==> src/ddpid_pkg.sv <==
// Shared types, widths and codes for the differential drive PID position block.
`default_nettype none

package ddpid_pkg;

   // Field and datapath widths
   localparam int COUNT_WIDTH_DEF = 32;
   localparam int GAIN_FRAC_BITS  = 8;
   localparam int FIELD_W         = 32;
   localparam int ACTION_W        = 2;
   localparam int SP_W            = 32;
   localparam int ERR_W           = 34;
   localparam int INTEG_W         = 48;
   localparam int GAIN_W          = 16;
   localparam int LIMIT_W         = 15;
   localparam int BAND_W          = 8;
   localparam int CMD_W           = 16;
   localparam int DRIVE_W         = 17;
   localparam int TERM_LIM_LOG2   = 60;
   localparam int TERM_W          = TERM_LIM_LOG2 + 2;

   // CSR port
   localparam int CSR_DATA_W = 32;
   localparam int CSR_ADDR_W = 5;
   localparam int REG_IDX_W  = 3;

   // Action codes
   localparam logic [ACTION_W-1:0] ACT_TICK      = 2'd0;
   localparam logic [ACTION_W-1:0] ACT_ADD_TRANS = 2'd1;
   localparam logic [ACTION_W-1:0] ACT_ADD_ROT   = 2'd2;
   localparam logic [ACTION_W-1:0] ACT_STOP      = 2'd3;

   // Register indexes
   localparam logic [REG_IDX_W-1:0] REG_TRANS_KP = 3'd0;
   localparam logic [REG_IDX_W-1:0] REG_TRANS_KI = 3'd1;
   localparam logic [REG_IDX_W-1:0] REG_TRANS_KD = 3'd2;
   localparam logic [REG_IDX_W-1:0] REG_ROT_KP   = 3'd3;
   localparam logic [REG_IDX_W-1:0] REG_ROT_KI   = 3'd4;
   localparam logic [REG_IDX_W-1:0] REG_ROT_KD   = 3'd5;
   localparam logic [REG_IDX_W-1:0] REG_LIMIT    = 3'd6;
   localparam logic [REG_IDX_W-1:0] REG_BAND     = 3'd7;

   // Register reset values
   localparam logic [GAIN_W-1:0]  RST_KP    = 16'd256;
   localparam logic [GAIN_W-1:0]  RST_KI    = 16'd0;
   localparam logic [GAIN_W-1:0]  RST_KD    = 16'd0;
   localparam logic [LIMIT_W-1:0] RST_LIMIT = 15'd255;
   localparam logic [BAND_W-1:0]  RST_BAND  = 8'd10;

   typedef struct packed {
      logic [GAIN_W-1:0] kp;
      logic [GAIN_W-1:0] ki;
      logic [GAIN_W-1:0] kd;
   } gain_type;

   typedef struct packed {
      gain_type             trans;
      gain_type             rot;
      logic [LIMIT_W-1:0]   limit;
      logic [BAND_W-1:0]    band;
   } cfg_type;

   // Per-loop pipeline control from the top level
   typedef struct packed {
      logic tick;     // tick leaves the input stage: update state, load stage B
      logic sp_add;   // add delta to this loop's setpoint
      logic sp_load;  // snap setpoint to the measured position
      logic c_en;     // product stage advances
      logic e_en;     // command stage advances
   } loop_ctl_type;

endpackage

`default_nettype wire

==> src/ddpid_mix.sv <==
// Output stage: mixes loop commands into wheel drives, applies deadband, holds the result.
`default_nettype none

module ddpid_mix (
   input  logic                                  clock,
   input  logic                                  reset,
   input  logic                                  in_valid,
   output logic                                  in_ready,
   input  logic signed [ddpid_pkg::CMD_W-1:0]    trans_cmd,
   input  logic signed [ddpid_pkg::CMD_W-1:0]    rot_cmd,
   input  logic [ddpid_pkg::BAND_W-1:0]          band,
   output logic                                  out_valid,
   input  logic                                  out_ready,
   output logic signed [ddpid_pkg::DRIVE_W-1:0]  right_drive,
   output logic signed [ddpid_pkg::DRIVE_W-1:0]  left_drive,
   output logic                                  at_rest
);
   import ddpid_pkg::*;

   function automatic logic signed [DRIVE_W-1:0] apply_band(
      input logic signed [DRIVE_W-1:0] v,
      input logic [BAND_W-1:0]         b
   );
      logic [DRIVE_W-1:0] mag;
      mag = v[DRIVE_W-1] ? DRIVE_W'(-v) : DRIVE_W'(v);
      return (mag < DRIVE_W'(b)) ? '0 : v;
   endfunction

   logic                       valid_ff;
   logic signed [DRIVE_W-1:0]  right_ff, left_ff;
   logic                       rest_ff;
   logic signed [DRIVE_W-1:0]  right_in, left_in;
   logic                       rest_in;

   always_comb begin
      right_in = apply_band(DRIVE_W'(trans_cmd) - DRIVE_W'(rot_cmd), band);
      left_in  = apply_band(DRIVE_W'(trans_cmd) + DRIVE_W'(rot_cmd), band);
      rest_in  = (right_in == '0) && (left_in == '0);
   end

   assign in_ready = !valid_ff || out_ready;

   always_ff @(posedge clock) begin
      if (reset) begin
         valid_ff <= 1'b0;
      end else if (in_ready) begin
         valid_ff <= in_valid;
      end
   end

   always_ff @(posedge clock) begin
      if (in_ready && in_valid) begin
         right_ff <= right_in;
         left_ff  <= left_in;
         rest_ff  <= rest_in;
      end
   end

   assign out_valid   = valid_ff;
   assign right_drive = right_ff;
   assign left_drive  = left_ff;
   assign at_rest     = rest_ff;

endmodule

`default_nettype wire

==> config.mk <==
export PLATFORM = sky130hd
export DESIGN_NAME = ddpid_mix
export DESIGN_NICKNAME = d
export VERILOG_FILES = /design/src/ddpid_pkg.sv /design/src/ddpid_mix.sv
export SDC_FILE = /design/constraint.sdc
export NUM_CORES = 1
export LEC_CHECK = 0
export BUFFER_PORTS_ARGS = -buffer_cell sky130_fd_sc_hd__buf_2
export CORE_ASPECT_RATIO = 0.75
export CORE_MARGIN = 4
export CORE_UTILIZATION = 25
export DETAILED_ROUTE_END_ITERATION = 6
export PLACE_DENSITY = 0.44
export SETUP_SLACK_MARGIN = 0.05
export SLEW_MARGIN = 20
export SYNTH_ARGS = -nofsm -noshare
export SYNTH_HDL_FRONTEND = slang
export SYNTH_SLANG_ARGS = --single-unit
export TNS_END_PERCENT = 10
==> constraint.sdc <==
create_clock -name clock -period 9.2 [get_ports clock]
set_input_delay 0.92 -clock clock [delete_from_list [all_inputs] [get_ports clock]]
set_output_delay 0.92 -clock clock [all_outputs]
set_load 0.1 [all_outputs]
==> results by group <==
Synth
  – Yosys warns: 0
  – Largest cells by area after synthesis: edfxtp_1 (26%), ha_1 (15%), xnor2_1 (5.9%)
  – Yosys top cell by area: edfxtp_1
  – Yosys reg bits: 36
  – Synthesized Nets: 561
  – Async S/R FF share, synth: 0
  – Distinct cells, synth: 76
  – Number of flops mapped to enable cells by yosys: 35
  – Share of the yosys chip area belonging to registers: 0.265
  – Main synth FF type: edfxtp_1
  – Synthesized netlist cell count: 467
  – Synth Cell Area: 4040 sq um
  – Yosys top cell area share: 0.260
  – Synth Area per Inst: 8.65 sq um

GRT
  – Global-route usage over all layers: 0.126
  – Number of antenna violations at the first check in global routing: 0
  – Largest net degree at the start of global routing: 36
  – Vias in the first global route: 3,625
  – First-pass GRT wire length: 19,000 um
  – Total gr overflow: 0

CTS
  – H-tree depth: 2
  – Root Driver: clkbuf_16
  – Clock slew at reported path FFs: 0.06 ns
  – Post-CTS Setup Bufs: 0
  – Total clock sinks: 36
  – CTS-repair resized insts: 0
  – Clock latency on the worst-skew pair: 0.27 ns
  – TritonCTS clock tree: built
  – Clock buffer depth: 2
  – CTS buffer count: 5
  – # hold bufs at CTS: 0

STA
  – Final Hold Vio Count: 0
  – Setup TNS: 0 ns
  – FMAX: 206 MHz
  – Worst Tran Pin Value: 0.787 ns
  – Slew Viols, Final: 0
  – Max Clock Skew: 0.00271 ns
  – Max-slew headroom: 0.475
  – Final Critical Period: 4.84 ns
  – Unrepaired setup endpoints after global routing: false
  – Final setup viols: 0
  – Final worst path period share: 0.527

Routing
  – Drt pass-1 iters: 5
  – Iter 0 DRT Violations: 232
  – Antenna Nets Post-Route: 0
  – DR vias: 3,616
  – Wire per inst: 15.6 um
  – Vias per inst: 4.85
  – WL final: 11,600 um
  – Residual DRC: 0

Final layout
  – Register area: 1070 sq um
  – Fillers: 1,669
  – Commonest non-fill, non-tap cell in the layout: buf_2
  – Number of antenna diodes: 0
  – Area Overhead vs Synth: 17.5%
  – Fin area: 4750 sq um
  – Most frequent cells in the layout: buf_2 (80), nor2_1 (60), ha_1 (48)
  – Fraction of layout cells with a size suffix above 1: 0.216
  – Multi-input gate area: 2700 sq um
  – Fin nets: 634

Min path
  – Hold Path Sink: out_valid
  – Hold Crit Depth: 2
  – Startpoint of the worst hold path: out_valid
  – Worst hold path class: flip-flop to flip-flop

Worst setup path
  – Worst setup SP type: input pin
  – WP data required: 9.34 ns
  – Max FO, Critical Path: 18
  – Crit Path Class: input pin to flip-flop
  – Flop2flop setup slack: 7.92 ns
  – RR Endpoint: right_drive[12]
  – Worst R2R Start: out_valid
  – FF-to-FF path depth: 3
  – Worst path arrival time: 4.98 ns
  – Setup crit end kind: flip-flop
  – Critical path origin: trans_cmd[0]

Die
  – Full die area: 18,300 sq um
  – Die H: 118 um
  – Row cnt: 39
  – Effective utilization at floorplan: 0.260
  – CORE AREA: 15,500 sq um
  – Die X: 155 um
  – I/O pins: 81

Placed design
  – PortBufs: 80
  – Dpl hpwl: 9780 um
  – GPL Wtd Cong: 0.804
  – Area post-placement: 4600 sq um

Power and ir drop
  – Worst VDD drop: 0.0000681 V
  – Leakage power: 2.12 nW
  – Power Density: 176 nW/um^2

Job
  – Max-cap violations: 0

Status
  – Outcome: finished clean
[flip-flops by register name, summed over array words and instances (netlist names)]
name         count
at_rest          1
left_drive      17
out_valid        1
right_drive     17
[worst max-delay path by stage]
stage | endpoint | depth (start not counted)
CTS | at_rest | 21
global placement | left_drive[11] | 20
detailed placement | at_rest | 21
floorplan | right_drive[8] | 22
global route | at_rest | 21
finish | at_rest | 21
[report_power, final]
| group | total (mW) | switching (mW) | internal [mW] |
|---|---|---|---|
| logic | 0.461 | 0.331 | 0.130 |
| registers | 0.214 | 0.00483 | 0.209 |
| clock network | 0.163 | 0.0632 | 0.0996 |
| total | 0.837 | 0.399 | 0.438 |
[kinds of logic after synthesis]
family | share of synthesized area
compound gates | 0.207
xor+xnor | 0.0694
fa+ha+maj | 0.159
buf+inv | 0.0672
flops | 0.265
mux | 0.00557
simple gates | 0.227
[routing by layer]
layer | up-vias | GRT usage | share of wire
li1 | 1838 | - | -
met1 | 1689 | 0.200 | 0.55
met2 | 85 | 0.182 | 0.39
met3 | 4 | 0.0206 | 0.051
met4 | 0 | 0.0177 | 0.0035
met5 | - | 0 | 0
[critical path, cell delays in order]
cell and delay, ns:
buf_2 0.09, inv_1 0.04, ha_1 0.21, fa_1 0.40, nand2b_1 0.19, a21oi_1 0.29, o21ai_0 0.19, and3_1 0.25
o21ai_0 0.17, buf_4 0.20, nor2_1 0.05, a21oi_1 0.14, ha_1 0.25, a21o_1 0.15, a21oi_1 0.12, o21ai_0 0.09
nand3_1 0.08, nand2_1 0.05, a211oi_1 0.23, o211a_1 0.56, o221a_1 0.29
[cell usage after synthesis, drive strengths merged (2+ instances only)]
cell type / n
edfxtp: 35
or3b: 3
a31oi: 3
nand2b: 7
o21ai: 17
and3: 7
or3: 4
nor2: 66
fa: 2
a311oi: 3
clkbuf: 3
o211a: 2
a22oi: 2
nand3: 10
nand2: 21
nor2b: 11
ha: 48
a211oi: 6
nand4: 8
and3b: 2
and2: 2
o21bai: 4
xor2: 5
nor3: 10
nor4: 3
and4: 6
a211o: 7
a21o: 7
o211ai: 5
a221oi: 4
o21a: 2
inv: 41
mux2: 2
nor3b: 3
o31ai: 3
a21oi: 39
xnor2: 27
buf: 14
[cell type report]
type / instances / area share
timing repair buffer: 83 / 0.0891
clock buffer: 5 / 0.0264
inverter: 41 / 0.0324
sequential: 36 / 0.226
multi-input combinational: 373 / 0.569
clock inverter: 3 / 0.00395
tap: 205 / 0.0540
[metrics by stage]
stage,cells,total power [mW],hold slack [ns],worst slack (ns),util
CTS,746,0.845,0.517,4.32,0.306
detailed placement,738,0.678,0.509,4.04,0.297
global placement,738,0.675,0.488,4.12,0.297
floorplan,467,0.583,0.989,4.65,-
global route,746,0.895,0.549,3.86,0.306
finish,746,0.837,0.504,4.36,0.306
Note: power is estimated with default switching activity, not from simulation.
